===== src/design/srrt_pkg.sv =====
// ----------------------------------------------------------------------------
// Sorted ring record table package
// Shared types, operation codes and controller/datapath interface types.
// ----------------------------------------------------------------------------
`default_nettype none

package srrt_pkg;

    localparam int DEPTH_DEFAULT = 16;
    localparam int TDATA_W       = 120;

    localparam logic [2:0] OP_ADD    = 3'd0;
    localparam logic [2:0] OP_RMKEY  = 3'd1;
    localparam logic [2:0] OP_RMPOS  = 3'd2;
    localparam logic [2:0] OP_READ   = 3'd3;
    localparam logic [2:0] OP_FIND   = 3'd4;

    typedef struct packed {
        logic [7:0]  group;
        logic [31:0] finish;
        logic [31:0] split;
        logic [31:0] start;
    } rec_t;

    localparam int REC_W = $bits(rec_t);

    typedef struct packed {
        logic       hist;
        logic [3:0] pos;
        logic       wb;
        rec_t       rec;
        logic [2:0] op;
    } in_t;

    typedef enum logic [4:0] {
        CMD_NONE,
        CMD_START,
        CMD_RD_IDX,
        CMD_IDX_INC,
        CMD_WR_IN_IDX,
        CMD_SET_TGT,
        CMD_IDX_CLR,
        CMD_DROP,
        CMD_K_INIT,
        CMD_RD_KM1,
        CMD_WR_K_DEC,
        CMD_TGT_POS,
        CMD_RD_TGT,
        CMD_HOLD,
        CMD_ADD_FIN,
        CMD_REM_FIN,
        CMD_RD_POS,
        CMD_RES_READ,
        CMD_FOUND
    } dp_cmd_t;

    typedef struct packed {
        logic [2:0] op;
        logic       wb;
        logic       key_zero;
        logic       key_eq;
        logic       key_ge;
        logic       idx_lt_lim;
        logic       idx_lt_cnt;
        logic       idx_gt_tgt;
        logic       idx_nz;
        logic       full;
        logic       drop;
        logic       pos_lt_cnt;
    } dp_stat_t;

endpackage

`default_nettype wire


===== src/design/srrt_ram.sv =====
// ----------------------------------------------------------------------------
// Generic RAM
// One write port and one read port with registered read data.
// ----------------------------------------------------------------------------
`default_nettype none

module srrt_ram #(
    parameter int WIDTH = 8,
    parameter int DEPTH = 16
) (
    input  wire logic                     clk,
    input  wire logic                     we,
    input  wire logic [$clog2(DEPTH)-1:0] waddr,
    input  wire logic [WIDTH-1:0]         wdata,
    input  wire logic                     re,
    input  wire logic [$clog2(DEPTH)-1:0] raddr,
    output logic      [WIDTH-1:0]         rdata
);

    logic [WIDTH-1:0] mem [DEPTH];

    always_ff @(posedge clk)
    begin
        if (we)
        begin
            mem[waddr] <= wdata;
        end
        if (re)
        begin
            rdata <= mem[raddr];
        end
    end

endmodule

`default_nettype wire


===== src/design/srrt_datapath.sv =====
// ----------------------------------------------------------------------------
// Sorted ring record table datapath
// Record store, ring pointers, walk index and result registers.
// ----------------------------------------------------------------------------
`default_nettype none

module srrt_datapath #(
    parameter int TABLE_DEPTH = srrt_pkg::DEPTH_DEFAULT
) (
    input  wire logic                         clk,
    input  wire logic                         rst_n,
    input  wire srrt_pkg::dp_cmd_t            cmd,
    output srrt_pkg::dp_stat_t                stat,
    input  wire logic [srrt_pkg::TDATA_W-1:0] s_tdata,
    output logic      [srrt_pkg::TDATA_W-1:0] m_tdata,
    input  wire logic                         cfg_valid,
    input  wire logic                         cfg_data
);

    localparam int AW = $clog2(TABLE_DEPTH);
    localparam int CW = $clog2(TABLE_DEPTH + 1);
    localparam logic [CW:0]   DEPTH_W = (CW + 1)'(TABLE_DEPTH);
    localparam logic [CW-1:0] DEPTH_C = CW'(TABLE_DEPTH);
    localparam logic [AW-1:0] LAST_SLOT = AW'(TABLE_DEPTH - 1);

    function automatic logic [AW-1:0] wrap_add(logic [AW-1:0] base, logic [CW-1:0] rel);
        logic [CW:0] s;
        s = (CW + 1)'(base) + (CW + 1)'(rel);
        if (s >= DEPTH_W)
        begin
            s = s - DEPTH_W;
        end
        return s[AW-1:0];
    endfunction

    function automatic logic [AW-1:0] pos_mod(logic [3:0] p);
        logic [7:0] v;
        v = 8'(p);
        for (int i = 0; i < 8; i++)
        begin
            if (v >= 8'(TABLE_DEPTH))
            begin
                v = v - 8'(TABLE_DEPTH);
            end
        end
        return v[AW-1:0];
    endfunction

    srrt_pkg::in_t    in_reg, in_next;
    srrt_pkg::rec_t   hold_reg, hold_next;
    srrt_pkg::rec_t   res_reg, res_next;
    srrt_pkg::rec_t   rd_rec;
    logic [AW-1:0]    head_reg, head_next;
    logic [AW-1:0]    pmod_reg, pmod_next;
    logic [CW-1:0]    cnt_reg, cnt_next;
    logic [CW-1:0]    idx_reg, idx_next;
    logic [CW-1:0]    tgt_reg, tgt_next;
    logic             acc_reg, acc_next;
    logic [3:0]       fpos_reg, fpos_next;
    logic             drop_reg;
    logic [TABLE_DEPTH-1:0] vld_reg, vld_next;
    logic             vld_q_reg, vld_q_next;
    logic             we, re;
    logic [AW-1:0]    waddr, raddr;
    srrt_pkg::rec_t   wdata;
    logic [srrt_pkg::REC_W-1:0] ram_q;
    logic [CW-1:0]    lim;
    logic [AW-1:0]    head_inc;

    srrt_ram #(
        .WIDTH (srrt_pkg::REC_W),
        .DEPTH (TABLE_DEPTH)
    ) u_ram (
        .clk   (clk),
        .we    (we),
        .waddr (waddr),
        .wdata (wdata),
        .re    (re),
        .raddr (raddr),
        .rdata (ram_q)
    );

    assign rd_rec   = vld_q_reg ? srrt_pkg::rec_t'(ram_q) : '0;
    assign head_inc = (head_reg == LAST_SLOT) ? '0 : head_reg + 1'b1;
    assign lim      = (in_reg.hist && in_reg.op == srrt_pkg::OP_FIND) ? DEPTH_C : cnt_reg;

    always_comb
    begin
        stat.op         = in_reg.op;
        stat.wb         = in_reg.wb;
        stat.key_zero   = (in_reg.rec.start == 32'd0);
        stat.key_eq     = (rd_rec.start == in_reg.rec.start);
        stat.key_ge     = (rd_rec.start >= in_reg.rec.start);
        stat.idx_lt_lim = (idx_reg < lim);
        stat.idx_lt_cnt = (idx_reg < cnt_reg);
        stat.idx_gt_tgt = (idx_reg > tgt_reg);
        stat.idx_nz     = (idx_reg != '0);
        stat.full       = (cnt_reg >= DEPTH_C);
        stat.drop       = drop_reg;
        stat.pos_lt_cnt = ((CW + 4)'(in_reg.pos) < (CW + 4)'(cnt_reg));
    end

    always_comb
    begin
        in_next   = in_reg;
        hold_next = hold_reg;
        res_next  = res_reg;
        head_next = head_reg;
        pmod_next = pmod_reg;
        cnt_next  = cnt_reg;
        idx_next  = idx_reg;
        tgt_next  = tgt_reg;
        acc_next  = acc_reg;
        fpos_next = fpos_reg;
        we        = 1'b0;
        re        = 1'b0;
        waddr     = wrap_add(head_reg, idx_reg);
        raddr     = wrap_add(head_reg, idx_reg);
        wdata     = in_reg.rec;
        unique case (cmd)
            srrt_pkg::CMD_START:
            begin
                in_next   = s_tdata[$bits(srrt_pkg::in_t)-1:0];
                pmod_next = pos_mod(s_tdata[111:108]);
                idx_next  = '0;
                acc_next  = 1'b0;
                fpos_next = 4'd0;
                res_next  = '0;
            end
            srrt_pkg::CMD_RD_IDX:
            begin
                re = 1'b1;
            end
            srrt_pkg::CMD_IDX_INC:
            begin
                idx_next = idx_reg + 1'b1;
            end
            srrt_pkg::CMD_WR_IN_IDX:
            begin
                we = 1'b1;
            end
            srrt_pkg::CMD_SET_TGT:
            begin
                tgt_next = idx_reg;
            end
            srrt_pkg::CMD_IDX_CLR:
            begin
                idx_next = '0;
            end
            srrt_pkg::CMD_DROP:
            begin
                head_next = head_inc;
                cnt_next  = cnt_reg - 1'b1;
                idx_next  = '0;
            end
            srrt_pkg::CMD_K_INIT:
            begin
                idx_next = cnt_reg;
            end
            srrt_pkg::CMD_RD_KM1:
            begin
                re    = 1'b1;
                raddr = wrap_add(head_reg, idx_reg - 1'b1);
            end
            srrt_pkg::CMD_WR_K_DEC:
            begin
                we       = 1'b1;
                wdata    = rd_rec;
                idx_next = idx_reg - 1'b1;
            end
            srrt_pkg::CMD_TGT_POS:
            begin
                tgt_next = CW'(in_reg.pos);
            end
            srrt_pkg::CMD_RD_TGT:
            begin
                re    = 1'b1;
                raddr = wrap_add(head_reg, tgt_reg);
            end
            srrt_pkg::CMD_HOLD:
            begin
                hold_next = (in_reg.wb && in_reg.op == srrt_pkg::OP_RMKEY) ? in_reg.rec : rd_rec;
                idx_next  = tgt_reg;
            end
            srrt_pkg::CMD_ADD_FIN:
            begin
                we       = 1'b1;
                waddr    = wrap_add(head_reg, tgt_reg);
                cnt_next = cnt_reg + 1'b1;
                acc_next = 1'b1;
            end
            srrt_pkg::CMD_REM_FIN:
            begin
                we        = 1'b1;
                waddr     = head_reg;
                wdata     = hold_reg;
                head_next = head_inc;
                cnt_next  = cnt_reg - 1'b1;
                acc_next  = 1'b1;
            end
            srrt_pkg::CMD_RD_POS:
            begin
                re    = 1'b1;
                raddr = wrap_add(head_reg, CW'(pmod_reg));
            end
            srrt_pkg::CMD_RES_READ:
            begin
                res_next = rd_rec;
                acc_next = stat.pos_lt_cnt;
            end
            srrt_pkg::CMD_FOUND:
            begin
                acc_next  = 1'b1;
                fpos_next = 4'(idx_reg);
            end
            default:
            begin
            end
        endcase
    end

    always_comb
    begin
        vld_next = vld_reg;
        if (we)
        begin
            vld_next[waddr] = 1'b1;
        end
        vld_q_next = re ? vld_reg[raddr] : vld_q_reg;
    end

    always_ff @(posedge clk or negedge rst_n)
    begin
        if (!rst_n)
        begin
            head_reg  <= '0;
            cnt_reg   <= '0;
            idx_reg   <= '0;
            tgt_reg   <= '0;
            drop_reg  <= 1'b0;
            vld_reg   <= '0;
            vld_q_reg <= 1'b0;
        end
        else
        begin
            head_reg  <= head_next;
            cnt_reg   <= cnt_next;
            idx_reg   <= idx_next;
            tgt_reg   <= tgt_next;
            vld_reg   <= vld_next;
            vld_q_reg <= vld_q_next;
            if (cfg_valid)
            begin
                drop_reg <= cfg_data;
            end
        end
    end

    always_ff @(posedge clk)
    begin
        in_reg   <= in_next;
        hold_reg <= hold_next;
        res_reg  <= res_next;
        pmod_reg <= pmod_next;
        acc_reg  <= acc_next;
        fpos_reg <= fpos_next;
    end

    assign m_tdata = {6'd0, 5'(cnt_reg), res_reg, fpos_reg, acc_reg};

    a_cnt_range: assert property (@(posedge clk) disable iff (!rst_n)
        cnt_reg <= DEPTH_C)
        else $error("entry count above table depth");

    a_head_range: assert property (@(posedge clk) disable iff (!rst_n)
        head_reg <= LAST_SLOT)
        else $error("head index outside the ring");

    a_no_rw_clash: assert property (@(posedge clk) disable iff (!rst_n)
        !(we && re))
        else $error("store read and written in the same cycle");

    a_cnt_step: assert property (@(posedge clk) disable iff (!rst_n)
        cmd == srrt_pkg::CMD_ADD_FIN |=> cnt_reg == $past(cnt_reg) + 1'b1)
        else $error("add did not grow the table by one");

endmodule

`default_nettype wire


===== src/design/srrt_ctrl.sv =====
// ----------------------------------------------------------------------------
// Sorted ring record table controller
// Sequences scan, shift and write steps of each operation on the datapath.
// ----------------------------------------------------------------------------
`default_nettype none

module srrt_ctrl (
    input  wire logic               clk,
    input  wire logic               rst_n,
    input  wire logic               s_tvalid,
    output logic                    s_tready,
    output logic                    m_tvalid,
    input  wire logic               m_tready,
    input  wire srrt_pkg::dp_stat_t stat,
    output srrt_pkg::dp_cmd_t       cmd
);

    typedef enum logic [17:0] {
        S_IDLE     = 18'h00001,
        S_DISP     = 18'h00002,
        S_SC_RD    = 18'h00004,
        S_SC_CMP   = 18'h00008,
        S_ADD_CHK  = 18'h00010,
        S_INS_RD   = 18'h00020,
        S_INS_CMP  = 18'h00040,
        S_SH_INIT  = 18'h00080,
        S_SH_RD    = 18'h00100,
        S_SH_WR    = 18'h00200,
        S_ADD_WR   = 18'h00400,
        S_REM_RD   = 18'h00800,
        S_REM_HOLD = 18'h01000,
        S_RSH_RD   = 18'h02000,
        S_RSH_WR   = 18'h04000,
        S_REM_WR   = 18'h08000,
        S_RD_OUT   = 18'h10000,
        S_OUT      = 18'h20000
    } state_t;

    state_t state_reg, state_next;

    assign s_tready = (state_reg == S_IDLE);
    assign m_tvalid = (state_reg == S_OUT);

    always_comb
    begin
        state_next = state_reg;
        cmd        = srrt_pkg::CMD_NONE;
        unique case (state_reg)
            S_IDLE:
            begin
                if (s_tvalid)
                begin
                    cmd        = srrt_pkg::CMD_START;
                    state_next = S_DISP;
                end
            end
            S_DISP:
            begin
                unique case (stat.op) inside
                    srrt_pkg::OP_ADD:
                    begin
                        state_next = stat.key_zero ? S_OUT : S_SC_RD;
                    end
                    srrt_pkg::OP_RMKEY, srrt_pkg::OP_FIND:
                    begin
                        state_next = S_SC_RD;
                    end
                    srrt_pkg::OP_RMPOS:
                    begin
                        if (stat.pos_lt_cnt)
                        begin
                            cmd        = srrt_pkg::CMD_TGT_POS;
                            state_next = S_REM_RD;
                        end
                        else
                        begin
                            state_next = S_OUT;
                        end
                    end
                    srrt_pkg::OP_READ:
                    begin
                        cmd        = srrt_pkg::CMD_RD_POS;
                        state_next = S_RD_OUT;
                    end
                    default:
                    begin
                        state_next = S_OUT;
                    end
                endcase
            end
            S_SC_RD:
            begin
                if (stat.idx_lt_lim)
                begin
                    cmd        = srrt_pkg::CMD_RD_IDX;
                    state_next = S_SC_CMP;
                end
                else
                begin
                    state_next = (stat.op == srrt_pkg::OP_ADD) ? S_ADD_CHK : S_OUT;
                end
            end
            S_SC_CMP:
            begin
                if (stat.key_eq)
                begin
                    if (stat.op == srrt_pkg::OP_ADD)
                    begin
                        cmd        = stat.wb ? srrt_pkg::CMD_WR_IN_IDX : srrt_pkg::CMD_NONE;
                        state_next = S_OUT;
                    end
                    else if (stat.op == srrt_pkg::OP_RMKEY)
                    begin
                        cmd        = srrt_pkg::CMD_SET_TGT;
                        state_next = S_REM_RD;
                    end
                    else
                    begin
                        cmd        = srrt_pkg::CMD_FOUND;
                        state_next = S_OUT;
                    end
                end
                else
                begin
                    cmd        = srrt_pkg::CMD_IDX_INC;
                    state_next = S_SC_RD;
                end
            end
            S_ADD_CHK:
            begin
                if (stat.full && !stat.drop)
                begin
                    state_next = S_OUT;
                end
                else
                begin
                    cmd        = stat.full ? srrt_pkg::CMD_DROP : srrt_pkg::CMD_IDX_CLR;
                    state_next = S_INS_RD;
                end
            end
            S_INS_RD:
            begin
                if (stat.idx_lt_cnt)
                begin
                    cmd        = srrt_pkg::CMD_RD_IDX;
                    state_next = S_INS_CMP;
                end
                else
                begin
                    cmd        = srrt_pkg::CMD_SET_TGT;
                    state_next = S_SH_INIT;
                end
            end
            S_INS_CMP:
            begin
                if (stat.key_ge)
                begin
                    cmd        = srrt_pkg::CMD_SET_TGT;
                    state_next = S_SH_INIT;
                end
                else
                begin
                    cmd        = srrt_pkg::CMD_IDX_INC;
                    state_next = S_INS_RD;
                end
            end
            S_SH_INIT:
            begin
                cmd        = srrt_pkg::CMD_K_INIT;
                state_next = S_SH_RD;
            end
            S_SH_RD:
            begin
                if (stat.idx_gt_tgt)
                begin
                    cmd        = srrt_pkg::CMD_RD_KM1;
                    state_next = S_SH_WR;
                end
                else
                begin
                    state_next = S_ADD_WR;
                end
            end
            S_SH_WR:
            begin
                cmd        = srrt_pkg::CMD_WR_K_DEC;
                state_next = S_SH_RD;
            end
            S_ADD_WR:
            begin
                cmd        = srrt_pkg::CMD_ADD_FIN;
                state_next = S_OUT;
            end
            S_REM_RD:
            begin
                cmd        = srrt_pkg::CMD_RD_TGT;
                state_next = S_REM_HOLD;
            end
            S_REM_HOLD:
            begin
                cmd        = srrt_pkg::CMD_HOLD;
                state_next = S_RSH_RD;
            end
            S_RSH_RD:
            begin
                if (stat.idx_nz)
                begin
                    cmd        = srrt_pkg::CMD_RD_KM1;
                    state_next = S_RSH_WR;
                end
                else
                begin
                    state_next = S_REM_WR;
                end
            end
            S_RSH_WR:
            begin
                cmd        = srrt_pkg::CMD_WR_K_DEC;
                state_next = S_RSH_RD;
            end
            S_REM_WR:
            begin
                cmd        = srrt_pkg::CMD_REM_FIN;
                state_next = S_OUT;
            end
            S_RD_OUT:
            begin
                cmd        = srrt_pkg::CMD_RES_READ;
                state_next = S_OUT;
            end
            S_OUT:
            begin
                if (m_tready)
                begin
                    state_next = S_IDLE;
                end
            end
            default:
            begin
                state_next = S_IDLE;
            end
        endcase
    end

    always_ff @(posedge clk or negedge rst_n)
    begin
        if (!rst_n)
        begin
            state_reg <= S_IDLE;
        end
        else
        begin
            state_reg <= state_next;
        end
    end

    a_no_overlap: assert property (@(posedge clk) disable iff (!rst_n)
        !(s_tready && m_tvalid))
        else $error("input taken while a result is pending");

    a_accept_leaves_idle: assert property (@(posedge clk) disable iff (!rst_n)
        s_tvalid && s_tready |=> !s_tready)
        else $error("controller stayed idle after a beat was taken");

    a_result_clears: assert property (@(posedge clk) disable iff (!rst_n)
        m_tvalid && m_tready |=> s_tready)
        else $error("controller did not return to idle after the result beat");

endmodule

`default_nettype wire


===== src/design/sorted_ring_record_table_core.sv =====
// ----------------------------------------------------------------------------
// Sorted ring record table core
// A ring of records kept sorted by start key, with add, remove, read and find.
// ----------------------------------------------------------------------------
// One item is handled at a time; the next beat is taken the cycle after the
// result beat is taken. Find, remove and add walk and shift one entry at a
// time through the record store, which has one read and one write port.
// Reset clears pointers and per-entry valid bits at once; no clearing pass.
// ----------------------------------------------------------------------------
`default_nettype none

module sorted_ring_record_table_core #(
    parameter int TABLE_DEPTH = srrt_pkg::DEPTH_DEFAULT
) (
    input  wire logic                         clk,
    input  wire logic                         rst_n,
    // operation, record_start, record_split, record_finish, record_group,
    // write_back, position, include_history
    input  wire logic                         s_tvalid,
    output logic                              s_tready,
    input  wire logic [srrt_pkg::TDATA_W-1:0] s_tdata,
    // accepted, found_position, out_start, out_split, out_finish, out_group,
    // active_count
    output logic                              m_tvalid,
    input  wire logic                         m_tready,
    output logic      [srrt_pkg::TDATA_W-1:0] m_tdata,
    input  wire logic                         cfg_valid,
    output logic                              cfg_ready,
    input  wire logic                         cfg_data
);

    srrt_pkg::dp_cmd_t  cmd;
    srrt_pkg::dp_stat_t stat;

    assign cfg_ready = 1'b1;

    srrt_ctrl u_ctrl (
        .clk      (clk),
        .rst_n    (rst_n),
        .s_tvalid (s_tvalid),
        .s_tready (s_tready),
        .m_tvalid (m_tvalid),
        .m_tready (m_tready),
        .stat     (stat),
        .cmd      (cmd)
    );

    srrt_datapath #(
        .TABLE_DEPTH (TABLE_DEPTH)
    ) u_dp (
        .clk       (clk),
        .rst_n     (rst_n),
        .cmd       (cmd),
        .stat      (stat),
        .s_tdata   (s_tdata),
        .m_tdata   (m_tdata),
        .cfg_valid (cfg_valid),
        .cfg_data  (cfg_data)
    );

endmodule

`default_nettype wire

===== config.mk =====
export PLATFORM = sky130hd
export DESIGN_NAME = sorted_ring_record_table_core
export DESIGN_NICKNAME = d
export VERILOG_FILES = /design/src/design/srrt_pkg.sv /design/src/design/srrt_ram.sv /design/src/design/srrt_datapath.sv /design/src/design/srrt_ctrl.sv /design/src/design/sorted_ring_record_table_core.sv
export SDC_FILE = /design/constraint.sdc
export NUM_CORES = 2
export LEC_CHECK = 0
export BUFFER_PORTS_ARGS = -buffer_cell sky130_fd_sc_hd__buf_2
export CAP_MARGIN = 10
export CORE_ASPECT_RATIO = 0.9
export CORE_MARGIN = 5
export CORE_UTILIZATION = 30
export DETAILED_ROUTE_END_ITERATION = 8
export PLACE_DENSITY_LB_ADDON = 0.08
export SETUP_SLACK_MARGIN = 0.15
export SLEW_MARGIN = 20
export SYNTH_ARGS = -nofsm -noshare
export SYNTH_HDL_FRONTEND = slang
export SYNTH_SLANG_ARGS = --single-unit
export TNS_END_PERCENT = 30

===== constraint.sdc =====
create_clock -name clk -period 24.1 [get_ports clk]
set_input_delay 0 -clock clk [delete_from_list [all_inputs] [get_ports clk]]
set_output_delay 0 -clock clk [all_outputs]
set_load 0.02 [all_outputs]

; Word-level counts from Yosys, hierarchy flattened
; Memories as Yosys holds them, arrays and structs flattened. A register that Yosys moved wholly into a read port is not among the register bits.
; Cells that the tools add are included.
[totals]
register_bits = 381
ram_bits = 1664
input_bits = 126
output_inout_bits = 123
elab_cells = 179
n_memories = 1
[mem_list]
columns = memory, words, word_bits, read_ports, rd_clocked_by_memory_dff, write_ports, line
row1 = u_dp.u_ram.mem, 16, 104, 1, 1, 1, srrt_ram.sv:20  ; logic [WIDTH-1:0] mem [DEPTH];
[op_classes]
n_addsub = 13
magnitude_cmp = 13
eq_ne = 44
mux = 56
bitwise = 1
n_reduce_logical = 25
[op_table]
columns = operator, n
row1 = $pmux W104 S2, 2
row2 = $pmux W18 S14, 1
row3 = $mux W104, 2
row4 = $mux W18, 10
row5 = $pmux W5 S16, 1
row6 = $pmux W18 S4, 1
row7 = $eq A5 B4 Y1 const B, 8
row8 = $eq A32 B32 Y1, 1
row9 = $ge A32 B32 Y1, 1
row10 = $logic_not A32 Y1, 1
row11 = $mux W4, 8
row12 = $pmux W5 S2, 3
row13 = $mux W5, 5
row14 = $pmux W5 S5, 1
row15 = $eq A5 B3 Y1 const B, 4
row16 = $add A4 B5 Y6, 3
row17 = $eq A18 B1 Y1 const B, 1
row18 = $eq A18 B10 Y1 const B, 1
row19 = $eq A18 B11 Y1 const B, 1
row20 = $eq A18 B12 Y1 const B, 1
row21 = $eq A18 B13 Y1 const B, 1
row22 = $eq A18 B14 Y1 const B, 1
row23 = $eq A18 B15 Y1 const B, 1
row24 = $eq A18 B16 Y1 const B, 1
row25 = other kinds (53), 92

; Longest topological paths before layout
[depth]
word_depth = 13
ltp_mapped = 18
depth_no_buf = 15

; Cells and area by module
; From an unflattened synthesis, not the netlist that was laid out.
[unflattened]
cells_unflattened = 4371
area_unflattened_um2 = 84187.0
[by_module_without_submodules]
columns = mod, instances, cells_each, area_per_inst_um2, seq_area_each_um2
row1 = srrt_ram, 1, 2662, 65303.9, 53090.9
row2 = srrt_datapath, 1, 1561, 17528.1, 10715.3
row3 = srrt_ctrl, 1, 146, 1343.8, 451.7
row4 = sorted_ring_record_table_core, 1, 2, 11.3, 0.0

; Worst setup path after synthesis
; No wires, ideal clock.
[synth_path]
kind = reg-to-reg
start = register u_dp.vld_q_reg
end = register u_dp.acc_reg, enable pin
setup_ps = 314
t_arrival_ps = 7981
required_time_ps = 23786
path_slack_ps = 15805
path_stages_with_launch = 15
n_path_buf = 2
synth_period_minus_slack_ps = 8295
path_cell_list = dfrtp_1 > clkbuf_1 > clkbuf_1 > nand2_1 > inv_1 > ha_1 > nand4_1 > nor4_1 > nand2_1 > o31ai_1 > nand4b_1 > nor4b_4 > and2_1 > nor2b_1 > nand2b_1
[synth_lines]
columns = item, line
row1 = from (decl), srrt_datapath.sv:62  ; logic vld_q_reg, vld_q_next;
row2 = from (signal assigned), srrt_datapath.sv:251  ; vld_q_reg <= vld_q_next;
row3 = to (signal assigned), srrt_datapath.sv:265  ; acc_reg <= acc_next;
row4 = to (decl), srrt_datapath.sv:58  ; logic acc_reg, acc_next;

==> results.md <==
- For this design the ratio of total power to cell area is 98.7 mW/mm^2.
- The remaining max-slew budget at the tightest pin is 21.4%.
- The post-placement cell area is 0.0926 sq mm.
- The maximum clock rate is 0.106 GHz.
- The flow ran to the end, and the final reports show no timing, DRC or antenna violations.
- The number of placed I/O pins is 249.
- The post-route netlist has 11.3% of its cells at a drive strength greater than 1.
- The number of antenna violations at the first check in global routing was 13.
- Summed over all instances, the cell type with the most area after synthesis is sky130_fd_sc_hd__edfxtp_1.
- The final count of pins violating max slew was 0.
- The first-pass detailed-route iteration total is 6.
- Ranked by total cell area, the synthesized netlist is headed by sky130_fd_sc_hd__edfxtp_1, sky130_fd_sc_hd__nand2_1, sky130_fd_sc_hd__nand3_1.
- The final number of hold-violating endpoints came to 0.
- The die outline area is 0.300 sq mm.
- At the later pin of the worst-skew pair, clock insertion delay measures 910 ps.
- The overall die width is 577 microns.
- For this run, design rule violations remaining after detail routing come to 0.
- CTS placed an instance of sky130_fd_sc_hd__clkbuf_16 at the clock tree root.
- After global routing the overflow that remains totals 0.
- At the end of routability-driven placement, the weighted congestion stood at 0.798.
- Total power for the finished layout comes to 10.1 mW.
- The reported leakage power is 35.7 nW.
- The flop and latch count out of synthesis is 2149.
- The buffering stage count on the worst path with inverters included is 6.
- Prior to clock tree synthesis, the placed netlist has a worst setup slack of 14620 ps.
- For the worst setup path, the data arrival time is 9940 ps.
- The via count of the first global-routing pass is 54600.
- At the worst endpoint, the required time is 24570 ps.
- Between clock sinks in the finished design, the worst skew comes to 82.6 ps.
- At the pin with the least slew margin, the transition time is 1180 ps.
- The signal on the critical path passes through buf_4, buf_4, nand2_1, inv_1, ha_1, nand4_1, nor4_1, buf_4, nand2_1, o31ai_1, nand4b_1, nor4b_4, a31o_2, nand4_1, nor2_4, buf_4, buf_4.
- The number of clock buffers inserted by TritonCTS is 245.
- The deepest clock path buffer count is 4.
- Counting the fill cells in the layout gives 28200.
- The H-tree level count is 4.
- Once detailed placement completed, the half-perimeter wirelength came to 143000 microns.
- STA classifies the critical path endpoint as a flip-flop.
- By instance count, the cell type seen most on the critical path is sky130_fd_sc_hd__buf_4.
- The number of design-rule violations left by the first detailed-router iteration is 4557.
- The cell area after layout is 0.102 sq mm.
- The path class of the lowest-slack min-delay path is in -> reg.
- The total track usage is 18.3%.
- Counting distinct cell types in the post-synthesis netlist gives 86.
- The largest driver fanout on the critical path is 40.
- Counting instances in the post-synthesis netlist gives the leading cell types as sky130_fd_sc_hd__edfxtp_1, sky130_fd_sc_hd__nand2_1, sky130_fd_sc_hd__nand3_1.
- VDD sags by at most 88.9 uV.
- The final critical-path required period is 9470 ps.
- Setup violations remaining at the end of the flow were counted as 0.
- Each instance of the synthesized netlist takes up on average 13.0 sq um.
- For this block, the routed nets add up to 283000 microns of wire.
- The summed negative setup slack over all endpoints is 0 ps.
- Relative to the synthesized area, the layout overhead comes to 18.1%.
- In this run the core area contains 187 standard-cell rows.
- Setup slack closes at 14630 ps.
- The number of vias in the routed layout is 55600.
- The initial cell density of the core is 30.1%.
- The number of flip-flops under the largest register name is 1664.
- The ratio of final minimum period to clock period is 39.3%.
- The critical path launch point type is a flip-flop.
- Max-cap violations in this run came to 0.
- The number of clock sinks is 2149.
- The largest stage delay on the critical path is 900 ps.
- The synthesized netlist cell count is 6653.
- The routed length per placed instance is 25.3 microns.
- In this run, post-CTS repair resized a total of 0 instances.
- The clock tree from TritonCTS is built.
- The largest net degree at the start of global routing is 187.
- The critical path is of the reg -> reg type.
- The post-route antenna net violation count is 0.
- Among all cell types in the netlist, the one instantiated most often is sky130_fd_sc_hd__edfxtp_1.
- The die boundary height is 520 microns.
- Clock-pin slew was measured on the worst setup and hold paths at 60 ps.
- The number of enable-type register cells in the synthesized netlist is 2094.
- The slowest stage of the critical path is the sky130_fd_sc_hd__buf_4 cell.
- The first global-routing pass estimated 404000 microns of wire.
- In the synthesized netlist the dominant register cell turns out to be sky130_fd_sc_hd__edfxtp_1.
- The placeable core area is 0.288 sq mm.
- After synthesis the cells add up to 0.0868 sq mm.
- At the end of the flow the core is filled with cells to 35.6%.
- Dividing the detail-routed via count by the number of cells gives 4.96.
- The part of the Yosys area used for sequential elements is 74.0%.
- After synthesis, the largest area contributor takes up 72.4% of total cell area.
- The count of input and output buffers is 234.
- For this run, the post-layout net count is 7327.
- The total of warnings raised by yosys is 0.
- After synthesis, the share of flip-flops with an asynchronous set or reset is 2.56%.
- The family of cells with the greatest summed delay on the critical path is simple AND/OR/NAND/NOR gates.
- Setup repair after global routing left no endpoint under its margin.
## path summary, 6_finish.rpt
path | startpoint | endpoint | slack (ps) | cells past startpoint
worst max-delay path | u_dp.vld_q_reg$_DFFE_PN0P_ | u_dp.u_ram.mem[5][50]$_DFFE_PP_ | 14630 | 17
worst min-delay path | s_tvalid | u_ctrl.state_reg[1]$_DFFE_PN0P_ | 220 | 4
worst max register to register | u_dp.vld_q_reg$_DFFE_PN0P_ | u_dp.u_ram.mem[5][50]$_DFFE_PP_ | 14630 | 17
worst min register to register | u_dp.vld_reg[6]$_DFFE_PN0N_ | u_dp.vld_reg[6]$_DFFE_PN0N_ | 470 | 1
max in group asynchronous | rst_n | u_dp.vld_q_reg$_DFFE_PN0P_ | 23050 | 4
min in group asynchronous | rst_n | u_dp.drop_reg$_DFFE_PN0P_ | 410 | 4
## power breakdown
group / internal, mW / total [mW] / leakage [nW] / switching (mW)
Combinational: 0.607 / 2.04 / 12.4 / 1.43
Clock: 2.06 / 3.56 / 3.64 / 1.50
Sequential: 4.42 / 4.52 / 19.7 / 0.0945
## stage by stage
stage | hold slack [ps] | std cells
floorplan | -296 | 6658
global placement | 178 | 10500
detailed placement | 178 | 10500
CTS | 140 | 11200
global route | 229 | 11200
finish | 224 | 11200
## worst reg2reg max path: stages, from the launching register on
cell,delay [ps]
sky130_fd_sc_hd__dfrtp_4,690
sky130_fd_sc_hd__buf_4,630
sky130_fd_sc_hd__buf_4,710
sky130_fd_sc_hd__nand2_1,380
sky130_fd_sc_hd__inv_1,210
sky130_fd_sc_hd__ha_1,200
sky130_fd_sc_hd__nand4_1,200
sky130_fd_sc_hd__nor4_1,590
sky130_fd_sc_hd__buf_4,290
sky130_fd_sc_hd__nand2_1,350
sky130_fd_sc_hd__o31ai_1,540
sky130_fd_sc_hd__nand4b_1,220
sky130_fd_sc_hd__nor4b_4,610
sky130_fd_sc_hd__a31o_2,280
sky130_fd_sc_hd__nand4_1,610
sky130_fd_sc_hd__nor2_4,770
sky130_fd_sc_hd__buf_4,900
sky130_fd_sc_hd__buf_4,870
## placed cells by master (no fill, tap or decap), drive strengths merged, types with 12 or more instances in the layout
cell / count
a21oi: 46
buf: 422
o21ai: 241
edfxtp: 2094
nor2: 169
nand4: 30
or2: 16
a22oi: 108
clkinv: 94
and3: 214
dfrtp: 54
bufinv: 18
nor4: 28
nand3: 432
nor3: 15
dlygate4sd3: 236
a31oi: 213
ha: 63
a32oi: 208
clkbuf: 319
xnor2: 13
a21o: 13
nand2b: 13
inv: 94
nand2: 2028
nor2b: 12
## what timing repair did
item / in CTS / in global routing
hold endpoints to repair: 184 / 0
buffers inserted: 0 / 0
hold buffers: 236 / 0
## cell type report
type / instances / area [sq um] / share of cell area, %
antenna: 5 / 12.5 / 0.0122
clock buffer: 319 / 6450 / 6.29
inverter: 90 / 348 / 0.339
sequential: 2149 / 64300 / 62.7
clock inverter: 120 / 1050 / 1.02
tap: 3874 / 4850 / 4.73
multi-input combinational: 3990 / 20400 / 19.9
timing repair buffer: 658 / 5110 / 4.99
## cells by family after synthesis
kind of cell	after synthesis	share of synthesized area, %
AO/OA/AOI/OAI	880	6.87
other	2	0.00865
buffers and inverters	519	2.81
flip-flops	2149	74.0
multiplexers	15	0.186
adder cells (fa/ha/maj)	67	1.00
AND/OR/NAND/NOR	3001	14.9
XOR/XNOR	20	0.202
## per-layer routing
metal | global-route usage (%) | vias to the layer above | part of all wire (%)
li1 | - | 25500 | -
met4 | 3.83 | 2 | 2.0
met3 | 2.30 | 334 | 4.7
met1 | 27.5 | 28500 | 49
met2 | 28.3 | 1325 | 45
met5 | 0 | - | 0.0046
Note: power is estimated with default switching activity, not from simulation.
